==> src/rtl/clpc_pkg.sv <==
// Shared constants, types and the init byte table of the character LCD bus controller.
package clpc_pkg;

	// Width of the saturating tick counter (supported range 18 to 32).
	localparam int DelayBits = 20;
	localparam int WaitW     = 20;
	localparam int TimeW     = 8;
	localparam int StepW     = 4;
	localparam int CfgIdxW   = 4;
	localparam int CfgDataW  = 20;
	localparam int OpW       = 2;
	localparam int ByteW     = 8;
	localparam int CmpW      = (DelayBits > WaitW) ? DelayBits : WaitW;

	// Item operations
	localparam logic [OpW-1:0] OP_TICK    = 2'd0;
	localparam logic [OpW-1:0] OP_CHAR    = 2'd1;
	localparam logic [OpW-1:0] OP_RESTART = 2'd2;

	// Sequence steps: power-up wait, eight init commands, idle, character write
	localparam logic [StepW-1:0] STEP_POWER    = 4'd0;
	localparam logic [StepW-1:0] STEP_FIRST    = 4'd1;
	localparam logic [StepW-1:0] STEP_SECOND   = 4'd2;
	localparam logic [StepW-1:0] STEP_THIRD    = 4'd3;
	localparam logic [StepW-1:0] STEP_FUNCTION = 4'd4;
	localparam logic [StepW-1:0] STEP_DISPLAY  = 4'd5;
	localparam logic [StepW-1:0] STEP_CLEAR    = 4'd6;
	localparam logic [StepW-1:0] STEP_ENTRY    = 4'd7;
	localparam logic [StepW-1:0] STEP_CURSOR   = 4'd8;
	localparam logic [StepW-1:0] STEP_IDLE     = 4'd9;
	localparam logic [StepW-1:0] STEP_CHAR     = 4'd10;

	// Configuration register indexes
	localparam logic [CfgIdxW-1:0] REG_SETUP        = 4'd0;
	localparam logic [CfgIdxW-1:0] REG_PULSE        = 4'd1;
	localparam logic [CfgIdxW-1:0] REG_HOLD         = 4'd2;
	localparam logic [CfgIdxW-1:0] REG_POWER_UP     = 4'd3;
	localparam logic [CfgIdxW-1:0] REG_FIRST_WAIT   = 4'd4;
	localparam logic [CfgIdxW-1:0] REG_SECOND_WAIT  = 4'd5;
	localparam logic [CfgIdxW-1:0] REG_COMMAND_WAIT = 4'd6;
	localparam logic [CfgIdxW-1:0] REG_CLEAR_WAIT   = 4'd7;

	// Init command bytes
	localparam logic [ByteW-1:0] CMD_WAKE     = 8'h30;
	localparam logic [ByteW-1:0] CMD_FUNCTION = 8'h3C;
	localparam logic [ByteW-1:0] CMD_DISPLAY  = 8'h0E;
	localparam logic [ByteW-1:0] CMD_CLEAR    = 8'h01;
	localparam logic [ByteW-1:0] CMD_ENTRY    = 8'h05;
	localparam logic [ByteW-1:0] CMD_SHIFT    = 8'h18;

	typedef enum logic [3:0] {
		PH_SETUP = 4'b0001,
		PH_PULSE = 4'b0010,
		PH_HOLD  = 4'b0100,
		PH_WAIT  = 4'b1000
	} phase_t;

	typedef struct packed {
		logic [TimeW-1:0] setup_ticks;
		logic [TimeW-1:0] pulse_ticks;
		logic [TimeW-1:0] hold_ticks;
		logic [WaitW-1:0] power_up_ticks;
		logic [WaitW-1:0] first_wait_ticks;
		logic [WaitW-1:0] second_wait_ticks;
		logic [WaitW-1:0] command_wait_ticks;
		logic [WaitW-1:0] clear_wait_ticks;
	} cfg_t;

	typedef struct packed {
		logic             lcd_rs;
		logic             lcd_enable;
		logic [ByteW-1:0] lcd_data;
		logic             busy_res;
		logic             ready_res;
		logic             accepted;
	} result_t;

	function automatic logic [ByteW-1:0] init_byte(input logic [StepW-1:0] step);
		logic [ByteW-1:0] b;
		case (step)
			STEP_FIRST, STEP_SECOND, STEP_THIRD: b = CMD_WAKE;
			STEP_FUNCTION:                       b = CMD_FUNCTION;
			STEP_DISPLAY:                        b = CMD_DISPLAY;
			STEP_CLEAR:                          b = CMD_CLEAR;
			STEP_ENTRY:                          b = CMD_ENTRY;
			STEP_CURSOR:                         b = CMD_SHIFT;
			default:                             b = '0;
		endcase
		return b;
	endfunction

endpackage

==> src/rtl/clpc_item_if.sv <==
// Channel interfaces: input items, result items and configuration writes.
interface clpc_item_if;
	logic                         valid;
	logic                         ready;
	logic [clpc_pkg::OpW-1:0]     op;
	logic [clpc_pkg::ByteW-1:0]   char_code;
	modport source (output valid, op, char_code, input ready);
	modport sink   (input valid, op, char_code, output ready);
endinterface

interface clpc_result_if;
	logic                         valid;
	logic                         ready;
	logic                         lcd_rs;
	logic                         lcd_enable;
	logic [clpc_pkg::ByteW-1:0]   lcd_data;
	logic                         busy_res;
	logic                         ready_res;
	logic                         accepted;
	modport source (output valid, lcd_rs, lcd_enable, lcd_data, busy_res, ready_res, accepted,
		input ready);
	modport sink   (input valid, lcd_rs, lcd_enable, lcd_data, busy_res, ready_res, accepted,
		output ready);
endinterface

interface clpc_cfg_if;
	logic                            valid;
	logic                            ready;
	logic [clpc_pkg::CfgIdxW-1:0]    index;
	logic [clpc_pkg::CfgDataW-1:0]   data;
	modport source (output valid, index, data, input ready);
	modport sink   (input valid, index, data, output ready);
endinterface

==> src/rtl/clpc_cfg_regs.sv <==
// Timing configuration register file.
module clpc_cfg_regs (
	input  logic               clk,
	input  logic               arst_n,
	clpc_cfg_if.sink           cfg,
	output clpc_pkg::cfg_t     regs
);

	clpc_pkg::cfg_t regs_q;

	assign cfg.ready = 1'b1;
	assign regs      = regs_q;

	always_ff @(posedge clk or negedge arst_n) begin
		if (!arst_n) begin
			regs_q.setup_ticks        <= 8'd1;
			regs_q.pulse_ticks        <= 8'd2;
			regs_q.hold_ticks         <= 8'd1;
			regs_q.power_up_ticks     <= 20'd240000;
			regs_q.first_wait_ticks   <= 20'd65600;
			regs_q.second_wait_ticks  <= 20'd1600;
			regs_q.command_wait_ticks <= 20'd624;
			regs_q.clear_wait_ticks   <= 20'd25320;
		end else if (cfg.valid) begin
			case (cfg.index)
				clpc_pkg::REG_SETUP:        regs_q.setup_ticks        <= cfg.data[7:0];
				clpc_pkg::REG_PULSE:        regs_q.pulse_ticks        <= cfg.data[7:0];
				clpc_pkg::REG_HOLD:         regs_q.hold_ticks         <= cfg.data[7:0];
				clpc_pkg::REG_POWER_UP:     regs_q.power_up_ticks     <= cfg.data;
				clpc_pkg::REG_FIRST_WAIT:   regs_q.first_wait_ticks   <= cfg.data;
				clpc_pkg::REG_SECOND_WAIT:  regs_q.second_wait_ticks  <= cfg.data;
				clpc_pkg::REG_COMMAND_WAIT: regs_q.command_wait_ticks <= cfg.data;
				clpc_pkg::REG_CLEAR_WAIT:   regs_q.clear_wait_ticks   <= cfg.data;
				default: ;
			endcase
		end
	end

endmodule

==> src/rtl/clpc_seq.sv <==
// Init and transfer sequencer: state registers and per-item next-state logic.
module clpc_seq (
	input  logic                          clk,
	input  logic                          arst_n,
	input  logic                          take,
	input  logic [clpc_pkg::OpW-1:0]      op,
	input  logic [clpc_pkg::ByteW-1:0]    char_code,
	input  clpc_pkg::cfg_t                regs,
	output clpc_pkg::result_t             res
);

	localparam int DW = clpc_pkg::DelayBits;
	localparam int CW = clpc_pkg::CmpW;

	logic [clpc_pkg::StepW-1:0] step_q, step_n;
	clpc_pkg::phase_t           phase_q, phase_n;
	logic [DW-1:0]              cnt_q, cnt_n, cnt_inc;
	logic [clpc_pkg::ByteW-1:0] pend_q, pend_n, bus_q, bus_n;
	logic                       rs_q, rs_n, en_q, en_n, done_q, done_n;
	logic                       acc;
	logic [clpc_pkg::WaitW-1:0] len_raw, wait_len;
	logic [CW-1:0]              len_x, cmax_x, len_c;
	logic                       ticking, phase_end;

	// Wait after the current command
	always_comb begin
		case (step_q)
			clpc_pkg::STEP_FIRST:  wait_len = regs.first_wait_ticks;
			clpc_pkg::STEP_SECOND: wait_len = regs.second_wait_ticks;
			clpc_pkg::STEP_CLEAR:  wait_len = regs.clear_wait_ticks;
			default:               wait_len = regs.command_wait_ticks;
		endcase
	end

	always_comb begin
		if (step_q == clpc_pkg::STEP_POWER) begin
			len_raw = regs.power_up_ticks;
		end else begin
			case (phase_q)
				clpc_pkg::PH_SETUP: len_raw = clpc_pkg::WaitW'(regs.setup_ticks);
				clpc_pkg::PH_PULSE: len_raw = clpc_pkg::WaitW'(regs.pulse_ticks);
				clpc_pkg::PH_HOLD:  len_raw = clpc_pkg::WaitW'(regs.hold_ticks);
				default:            len_raw = wait_len;
			endcase
		end
	end

	// Saturating count and clamped length compare
	assign cnt_inc   = (cnt_q == {DW{1'b1}}) ? cnt_q : cnt_q + 1'b1;
	assign len_x     = CW'(len_raw);
	assign cmax_x    = CW'({DW{1'b1}});
	assign len_c     = (len_x > cmax_x) ? cmax_x : len_x;
	assign phase_end = CW'(cnt_inc) >= len_c;
	assign ticking   = (op == clpc_pkg::OP_TICK) && (step_q != clpc_pkg::STEP_IDLE)
		&& (step_q <= clpc_pkg::STEP_CHAR);

	always_comb begin
		step_n  = step_q;
		phase_n = phase_q;
		cnt_n   = cnt_q;
		pend_n  = pend_q;
		rs_n    = rs_q;
		en_n    = en_q;
		bus_n   = bus_q;
		done_n  = done_q;
		acc     = 1'b0;
		if (ticking) begin
			cnt_n = cnt_inc;
			if (phase_end) begin
				cnt_n = '0;
				if (step_q == clpc_pkg::STEP_POWER) begin
					step_n  = clpc_pkg::STEP_FIRST;
					phase_n = clpc_pkg::PH_SETUP;
					rs_n    = 1'b0;
					en_n    = 1'b0;
					bus_n   = '0;
				end else begin
					case (phase_q)
						clpc_pkg::PH_SETUP: begin
							phase_n = clpc_pkg::PH_PULSE;
							en_n    = 1'b1;
							bus_n   = (step_q == clpc_pkg::STEP_CHAR) ? pend_q
								: clpc_pkg::init_byte(step_q);
						end
						clpc_pkg::PH_PULSE: begin
							phase_n = clpc_pkg::PH_HOLD;
							en_n    = 1'b0;
						end
						clpc_pkg::PH_HOLD: begin
							phase_n = clpc_pkg::PH_WAIT;
							bus_n   = '0;
						end
						default: begin
							if (step_q >= clpc_pkg::STEP_CURSOR) begin
								if (step_q == clpc_pkg::STEP_CURSOR) begin
									done_n = 1'b1;
								end
								step_n  = clpc_pkg::STEP_IDLE;
								phase_n = clpc_pkg::PH_SETUP;
							end else begin
								step_n  = step_q + 1'b1;
								phase_n = clpc_pkg::PH_SETUP;
								rs_n    = 1'b0;
								en_n    = 1'b0;
								bus_n   = '0;
							end
						end
					endcase
				end
			end
		end else if (op == clpc_pkg::OP_CHAR) begin
			if (step_q == clpc_pkg::STEP_IDLE && done_q) begin
				pend_n  = char_code;
				step_n  = clpc_pkg::STEP_CHAR;
				phase_n = clpc_pkg::PH_SETUP;
				cnt_n   = '0;
				rs_n    = 1'b1;
				en_n    = 1'b0;
				bus_n   = '0;
				acc     = 1'b1;
			end
		end else if (op == clpc_pkg::OP_RESTART) begin
			step_n  = clpc_pkg::STEP_POWER;
			phase_n = clpc_pkg::PH_SETUP;
			cnt_n   = '0;
			rs_n    = 1'b0;
			en_n    = 1'b0;
			bus_n   = '0;
			done_n  = 1'b0;
			acc     = 1'b1;
		end
	end

	always_comb begin
		res.lcd_rs     = rs_n;
		res.lcd_enable = en_n;
		res.lcd_data   = bus_n;
		res.busy_res   = (step_n != clpc_pkg::STEP_IDLE);
		res.ready_res  = done_n;
		res.accepted   = acc;
	end

	always_ff @(posedge clk or negedge arst_n) begin
		if (!arst_n) begin
			step_q  <= clpc_pkg::STEP_POWER;
			phase_q <= clpc_pkg::PH_SETUP;
			cnt_q   <= '0;
			pend_q  <= '0;
			rs_q    <= 1'b0;
			en_q    <= 1'b0;
			bus_q   <= '0;
			done_q  <= 1'b0;
		end else if (take) begin
			step_q  <= step_n;
			phase_q <= phase_n;
			cnt_q   <= cnt_n;
			pend_q  <= pend_n;
			rs_q    <= rs_n;
			en_q    <= en_n;
			bus_q   <= bus_n;
			done_q  <= done_n;
		end
	end

endmodule

==> src/rtl/char_lcd_parallel_controller_unit.sv <==
// Top level of the 8-bit character LCD bus controller.
// One transaction on the item channel is one clock tick (op 0), a character
// write request (op 1) or a restart of initialization (op 2); op 3 is ignored.
// Every accepted item yields exactly one result: the LCD pin levels (RS,
// enable, D0-D7) after that item, busy, ready, and whether a write or restart
// was taken. An item is accepted every cycle while the item channel does not
// stall: the sequencer updates its state in one pass and the result lands in
// an output register, so throughput is one item per cycle; the item channel
// stalls only while the result register is full and the result sink holds
// ready low. After reset the block waits power_up_ticks ticks, sends 0x30
// three times (first, second and command waits), then 0x3C, 0x0E, 0x01 (clear
// wait), 0x05 and 0x18, and raises ready. Each transfer runs setup, enable
// pulse, hold and wait phases; a phase length of zero lasts one tick, and the
// tick counter is DelayBits wide and saturates. A character write is taken
// only when ready and not busy; otherwise it is dropped with accepted low.
// Timing registers (index 0-7: setup, pulse, hold, power-up, first wait,
// second wait, command wait, clear wait) are written through the cfg channel,
// which is always ready; write them only while the block is idle.
module char_lcd_parallel_controller_unit (
	input  logic          clk,
	input  logic          arst_n,
	clpc_item_if.sink     item,
	clpc_result_if.source result,
	clpc_cfg_if.sink      cfg
);

	clpc_pkg::cfg_t    regs;
	clpc_pkg::result_t res_next;
	clpc_pkg::result_t res_q;
	logic              out_valid_q;
	logic              take;

	// Accept whenever the result register is empty or being drained this cycle
	assign item.ready = !out_valid_q || result.ready;
	assign take       = item.valid && item.ready;

	clpc_cfg_regs u_cfg (
		.clk    (clk),
		.arst_n (arst_n),
		.cfg    (cfg),
		.regs   (regs)
	);

	clpc_seq u_seq (
		.clk       (clk),
		.arst_n    (arst_n),
		.take      (take),
		.op        (item.op),
		.char_code (item.char_code),
		.regs      (regs),
		.res       (res_next)
	);

	// Result register: load on each transaction, drop valid once taken
	always_ff @(posedge clk or negedge arst_n) begin
		if (!arst_n) begin
			out_valid_q <= 1'b0;
		end else if (take) begin
			out_valid_q <= 1'b1;
		end else if (result.ready) begin
			out_valid_q <= 1'b0;
		end
	end

	always_ff @(posedge clk) begin
		if (take) begin
			res_q <= res_next;
		end
	end

	assign result.valid      = out_valid_q;
	assign result.lcd_rs     = res_q.lcd_rs;
	assign result.lcd_enable = res_q.lcd_enable;
	assign result.lcd_data   = res_q.lcd_data;
	assign result.busy_res   = res_q.busy_res;
	assign result.ready_res  = res_q.ready_res;
	assign result.accepted   = res_q.accepted;

`ifndef SYNTHESIS
	// Data pins are only driven inside a transfer
	a_data_needs_busy: assert property (@(posedge clk) disable iff (!arst_n)
		result.valid && (result.lcd_data != 8'd0) |-> result.busy_res)
		else $error("data driven while not busy");

	// A restart is always taken and drops ready
	a_restart_taken: assert property (@(posedge clk) disable iff (!arst_n)
		item.valid && item.ready && (item.op == clpc_pkg::OP_RESTART)
		|=> result.valid && result.accepted && result.busy_res && !result.ready_res)
		else $error("restart not taken");

	// Ticks never report a taken request
	a_tick_not_taken: assert property (@(posedge clk) disable iff (!arst_n)
		item.valid && item.ready && (item.op == clpc_pkg::OP_TICK) |=> !result.accepted)
		else $error("tick flagged as accepted");

	// Enable high implies an init or character transfer is running
	a_enable_needs_busy: assert property (@(posedge clk) disable iff (!arst_n)
		result.valid && result.lcd_enable |-> result.busy_res)
		else $error("enable strobe while idle");
`endif

endmodule

==> src/flat_wrapper.sv <==
// flat-port wrapper written by rule: the top's interface ports become plain ports
module char_lcd_parallel_controller_unit_flat 
  (clk, arst_n, item_valid, item_op, item_char_code, item_ready, result_valid, result_lcd_rs, result_lcd_enable, result_lcd_data, result_busy_res, result_ready_res, result_accepted, result_ready, cfg_valid, cfg_index, cfg_data, cfg_ready);
  clpc_item_if item_i ();
  clpc_result_if result_i ();
  clpc_cfg_if cfg_i ();
  input  logic clk;
  input  logic arst_n;
  input wire logic [$bits(item_i.valid)-1:0] item_valid;
  input wire logic [$bits(item_i.op)-1:0] item_op;
  input wire logic [$bits(item_i.char_code)-1:0] item_char_code;
  output wire logic [$bits(item_i.ready)-1:0] item_ready;
  output wire logic [$bits(result_i.valid)-1:0] result_valid;
  output wire logic [$bits(result_i.lcd_rs)-1:0] result_lcd_rs;
  output wire logic [$bits(result_i.lcd_enable)-1:0] result_lcd_enable;
  output wire logic [$bits(result_i.lcd_data)-1:0] result_lcd_data;
  output wire logic [$bits(result_i.busy_res)-1:0] result_busy_res;
  output wire logic [$bits(result_i.ready_res)-1:0] result_ready_res;
  output wire logic [$bits(result_i.accepted)-1:0] result_accepted;
  input wire logic [$bits(result_i.ready)-1:0] result_ready;
  input wire logic [$bits(cfg_i.valid)-1:0] cfg_valid;
  input wire logic [$bits(cfg_i.index)-1:0] cfg_index;
  input wire logic [$bits(cfg_i.data)-1:0] cfg_data;
  output wire logic [$bits(cfg_i.ready)-1:0] cfg_ready;
  assign item_i.valid = item_valid;
  assign item_i.op = item_op;
  assign item_i.char_code = item_char_code;
  assign item_ready = item_i.ready;
  assign result_valid = result_i.valid;
  assign result_lcd_rs = result_i.lcd_rs;
  assign result_lcd_enable = result_i.lcd_enable;
  assign result_lcd_data = result_i.lcd_data;
  assign result_busy_res = result_i.busy_res;
  assign result_ready_res = result_i.ready_res;
  assign result_accepted = result_i.accepted;
  assign result_i.ready = result_ready;
  assign cfg_i.valid = cfg_valid;
  assign cfg_i.index = cfg_index;
  assign cfg_i.data = cfg_data;
  assign cfg_ready = cfg_i.ready;
  char_lcd_parallel_controller_unit u_core (.clk(clk), .arst_n(arst_n), .item(item_i), .result(result_i), .cfg(cfg_i));
endmodule
==> config.mk <==
export PLATFORM = sky130hd
export DESIGN_NAME = char_lcd_parallel_controller_unit_flat
export DESIGN_NICKNAME = d
export VERILOG_FILES = /design/src/rtl/clpc_pkg.sv /design/src/rtl/clpc_item_if.sv /design/src/rtl/clpc_cfg_regs.sv /design/src/rtl/clpc_seq.sv /design/src/rtl/char_lcd_parallel_controller_unit.sv /design/src/flat_wrapper.sv
export SDC_FILE = /design/constraint.sdc
export NUM_CORES = 1
export LEC_CHECK = 0
export ABC_AREA = 1
export BUFFER_PORTS_ARGS = -buffer_cell sky130_fd_sc_hd__buf_2
export CAP_MARGIN = 5
export CORE_MARGIN = 3
export CORE_UTILIZATION = 30
export DETAILED_ROUTE_END_ITERATION = 12
export GPL_TIMING_DRIVEN = 0
export PLACE_DENSITY = 0.51
export SETUP_SLACK_MARGIN = 0.1
export SLEW_MARGIN = 20
export SYNTH_ARGS = -nofsm -noshare
export SYNTH_HDL_FRONTEND = slang
export SYNTH_SLANG_ARGS = --single-unit
export TNS_END_PERCENT = 100
==> constraint.sdc <==
create_clock -name clk -period 3.5 [get_ports clk]
set_input_delay 0 -clock clk [delete_from_list [all_inputs] [get_ports clk]]
set_output_delay 0 -clock clk [all_outputs]
set_load 0.05 [all_outputs]
==> run_results.csv <==
group,metric,value,unit
drt,drc,0,
yosys,syn_area,9670,um2
sta,tns,0,ns
drt,totalWireLength,28800,um
sta,slew-limit-headroom,53.4,%
cts,cts_tree,"done",
floorplanning,die_h,185,um
yosys,syn_nets,1305,
placement,hpwl,19800,um
layout,insertedDiodeCount,0,
yosys,synth_edf_count,13,
status,status,"finished clean",
critical_path,critPathMaxFanout,7,
global_route,grt_max_degree,74,
critical_path,cp_slowest_cell,"dfrtp_1",
sta,timing.final.crit_period,3.46,ns
sta,hold_viol,0,
global_route,antenna_found_initial,0,
drt,ant_nets,0,
layout,multi_input_area,4860,um2
sta,rsz0062_at_grt,"true",
global_route,gr-total-overflow,0,
yosys,synth_top_area_share,37.5,%
floorplanning,num_rows,65,
yosys,synth-seq-area-share,48.9,%
yosys,yosys_warnings,0,
drt,wire_per_inst,16.1,um
global_route,grt_pass1_wl,45700,um
sta,fmax,0.289,GHz
floorplanning,initial_utilization,30.6,%
critical_path,path_buf_inv,7,
yosys,ys.flop_type,"dfrtp_1",
layout,seq_area,4730,um2
yosys,ys_seq_elements,185,
drt,drt-vias-per-instance,4.83,
yosys,synth.area.top_cells,"dfrtp_1 (38%), nand2_1 (18%), o21ai_0 (8.6%)",
critical_path,crit_path_frequent_cell,"nor2_4",
global_route,grt_use_total,16.8,%
run,max-cap-violations,0,
layout,finalNonFillerCells,1795,
sta,max_slew.worst_pin.slew,0.692,ns
critical_path,critPathKind,"register to register",
sta,slew_viol_final,0,
sta,skew,0.0125,ns
critical_path,critPathTopFamily,"simple AND/OR/NAND/NOR gates",
power,power_density,558,nW/um2
hold_path,hold_class,"primary input to register",
yosys,avgSynthCellArea,7.80,um2
layout,area_growth,28.4,%
sta,min_period_over_period,98.9,%
critical_path,crit_path_start_kind,"register",
critical_path,crit_required,3.80,ns
layout,final_nets,1446,
cts,clockRootBuffer,"clkbuf_16",
layout,fillers,3191,
yosys,synth_cell_types,46,
drt,firstDrtPassIters,5,
critical_path,critPathMaxStageDelay,0.34,ns
yosys,synth_common_cells,"nand2_1 (461), o21ai_0 (166), dfrtp_1 (145), inv_1 (108), nor2_1 (52)",
global_route,grt_pass1_vias,8395,
cts,htreeDepth,4,
floorplanning,die_x,185,um
placement,gp_congestion,0.847,
cts,path_clk_slew,0.07,ns
floorplanning,die_area,34400,um2
sta,finalSetupViolations,0,
critical_path,end_kind,"register",
critical_path,r2r_slack,0.04,ns
yosys,synth_most_common_cell,"nand2_1",
yosys,synth_top_area_cell,"dfrtp_1",
placement,place_inst,1696,
critical_path,cp.arrival,3.77,ns
cts,cts_buffers,17,
floorplanning,boundaryPins,55,
layout,drive_above_1_share,23.3,%
cts,clock_latency,0.44,ns
power,ir_worst_vdd,385,uV
power,p_leak,5.89,nW
drt,num_vias,8678,
placement,io_buffers,53,
yosys,async_flop_share,93.0,%
yosys,syn_inst,1239,
cts,clock_path_buffers,2,
floorplanning,core,31600,um2
cts,cts.sinks,185,
drt,first_iter_violations,554,
[routing by layer]
| layer | up-vias | share of wire [%] | track usage (%) |
|---|---|---|---|
| met1 | 4218 | 49 | 24.3 |
| met3 | 21 | 2.8 | 2.44 |
| li1 | 4313 | - | - |
| met2 | 126 | 47 | 26.6 |
| met4 | 0 | 1.3 | 4.17 |
| met5 | - | 0 | 0 |
[area by class of cell]
class,count,area share [%]
sequential,185,38.1
tap,402,4.05
multi-input combinational,890,39.1
inverter,115,3.71
clock buffer,21,3.72
buffer,48,2.66
clock inverter,11,0.776
timing repair buffer,123,7.83
[timing repair]
item | 4_1_cts | 5_1_grt
hold buffers | 25 | 0
pin swaps | 18 | 54
setup endpoints to repair | 51 | 51
buffers inserted | 17 | 22
gates resized for setup | 104 | 137
hold endpoints to repair | 159 | 0
cloned | 1 | 3
[state kept, by name, summed over array words and instances (netlist names)]
signal	cells
u_core.result.lcd_rs	1
u_core.result.ready_res	1
u_core.u_seq.rs_q	1
u_core.u_seq.step_q	4
u_core.result.accepted	1
u_core.result.lcd_data	8
u_core.u_seq.cnt_q	20
u_core.result.valid	1
u_core.u_seq.phase_q	4
u_core.u_seq.done_q	1
u_core.result.busy_res	1
u_core.u_seq.en_q	1
u_core.u_seq.bus_q	8
u_core.u_cfg.regs	124
u_core.result.lcd_enable	1
u_core.u_seq.pend_q	8
[cells in the final DEF (no fill, tap or decap), types with 8 or more instances in the layout]
cell	n
buf_6	11
ha_1	16
dlygate4sd3_1	25
xor2_1	14
inv_1	92
nand3_1	40
nand2_4	13
mux2_2	8
nor3_1	8
clkbuf_1	28
dfrtp_1	142
nand2_2	39
a21oi_1	20
nor2_1	39
inv_2	10
o211ai_1	14
o21ai_1	15
nor2_4	13
buf_4	35
o21ai_2	15
nand4_1	29
dfstp_2	27
clkbuf_16	21
ha_4	10
nand2_1	413
edfxtp_1	13
o21ai_0	145
buf_2	53
[metrics by stage]
| step | cell area (um2) | hold slack, ns | power [mW] | utilization [%] | setup slack (ns) |
|---|---|---|---|---|---|
| after detailed placement | 10500 | -0.105 | 4.49 | 33.2 | -1.30 |
| after CTS | 11800 | 0.00263 | 6.66 | 37.2 | 0.100 |
| final | 12400 | 0.00882 | 6.92 | 39.2 | 0.0384 |
| after global routing | 12400 | 0.0273 | 7.36 | 39.2 | -0.151 |
| after floorplan | 9670 | -0.296 | 3.91 | - | 0.153 |
| after global placement | 10400 | 0.234 | 4.44 | 33.0 | -1.26 |
[final timing paths]
| path | start | end | cells after the start |
|---|---|---|---|
| hold / removal | cfg_data[1] | u_core.u_cfg.regs[1] | 3 |
| setup / recovery | u_core.u_seq.step_q[2] | u_core.u_seq.bus_q[7] | 26 |
| max in group asynchronous | arst_n | u_core.u_cfg.regs[96] | 4 |
| hold reg to reg | u_core.u_cfg.regs[34] | u_core.u_cfg.regs[34] | 2 |
| min in group asynchronous | arst_n | u_core.u_seq.bus_q[5] | 2 |
| setup reg to reg | u_core.u_seq.step_q[2] | u_core.u_seq.bus_q[7] | 26 |
[kinds of logic (layout without fill, tap and decap cells)]
family | Yosys count | count (layout) | share of synthesized area (%)
AO/OA/AOI/OAI | 226 | 226 | 12.6
XOR/XNOR | 14 | 14 | 1.27
adder cells (fa/ha/maj) | 27 | 27 | 3.50
buffers and inverters | 164 | 318 | 6.56
flip-flops | 185 | 185 | 48.9
multiplexers | 8 | 8 | 0.932
other | 1 | 1 | 0.0388
AND/OR/NAND/NOR | 614 | 614 | 26.1
[worst register-to-register path, cell delays in order, from the launching register on]
cell,delay (ns)
dfrtp_1,0.34
buf_6,0.14
clkinvlp_4,0.16
nor2_4,0.17
inv_2,0.06
nor2_4,0.19
buf_6,0.15
buf_8,0.12
nand2_2,0.05
nand4_1,0.13
o211ai_1,0.13
nand2_1,0.10
inv_2,0.05
ha_4,0.27
nand2_4,0.05
nor2_4,0.15
nand2_4,0.10
nor2_2,0.10
nand2_1,0.06
nand2_2,0.08
nor2_4,0.05
nand3_4,0.16
nand2_4,0.12
nor2_4,0.20
inv_4,0.07
nand2_1,0.06
o21ai_1,0.06
[power breakdown]
group | switching [mW] | internal [mW]
Clock | 0.875 | 1.03
Sequential | 0.199 | 2.54
Combinational | 1.42 | 0.868
Total | 2.49 | 4.43
Power figures use the tool's default switching activity.
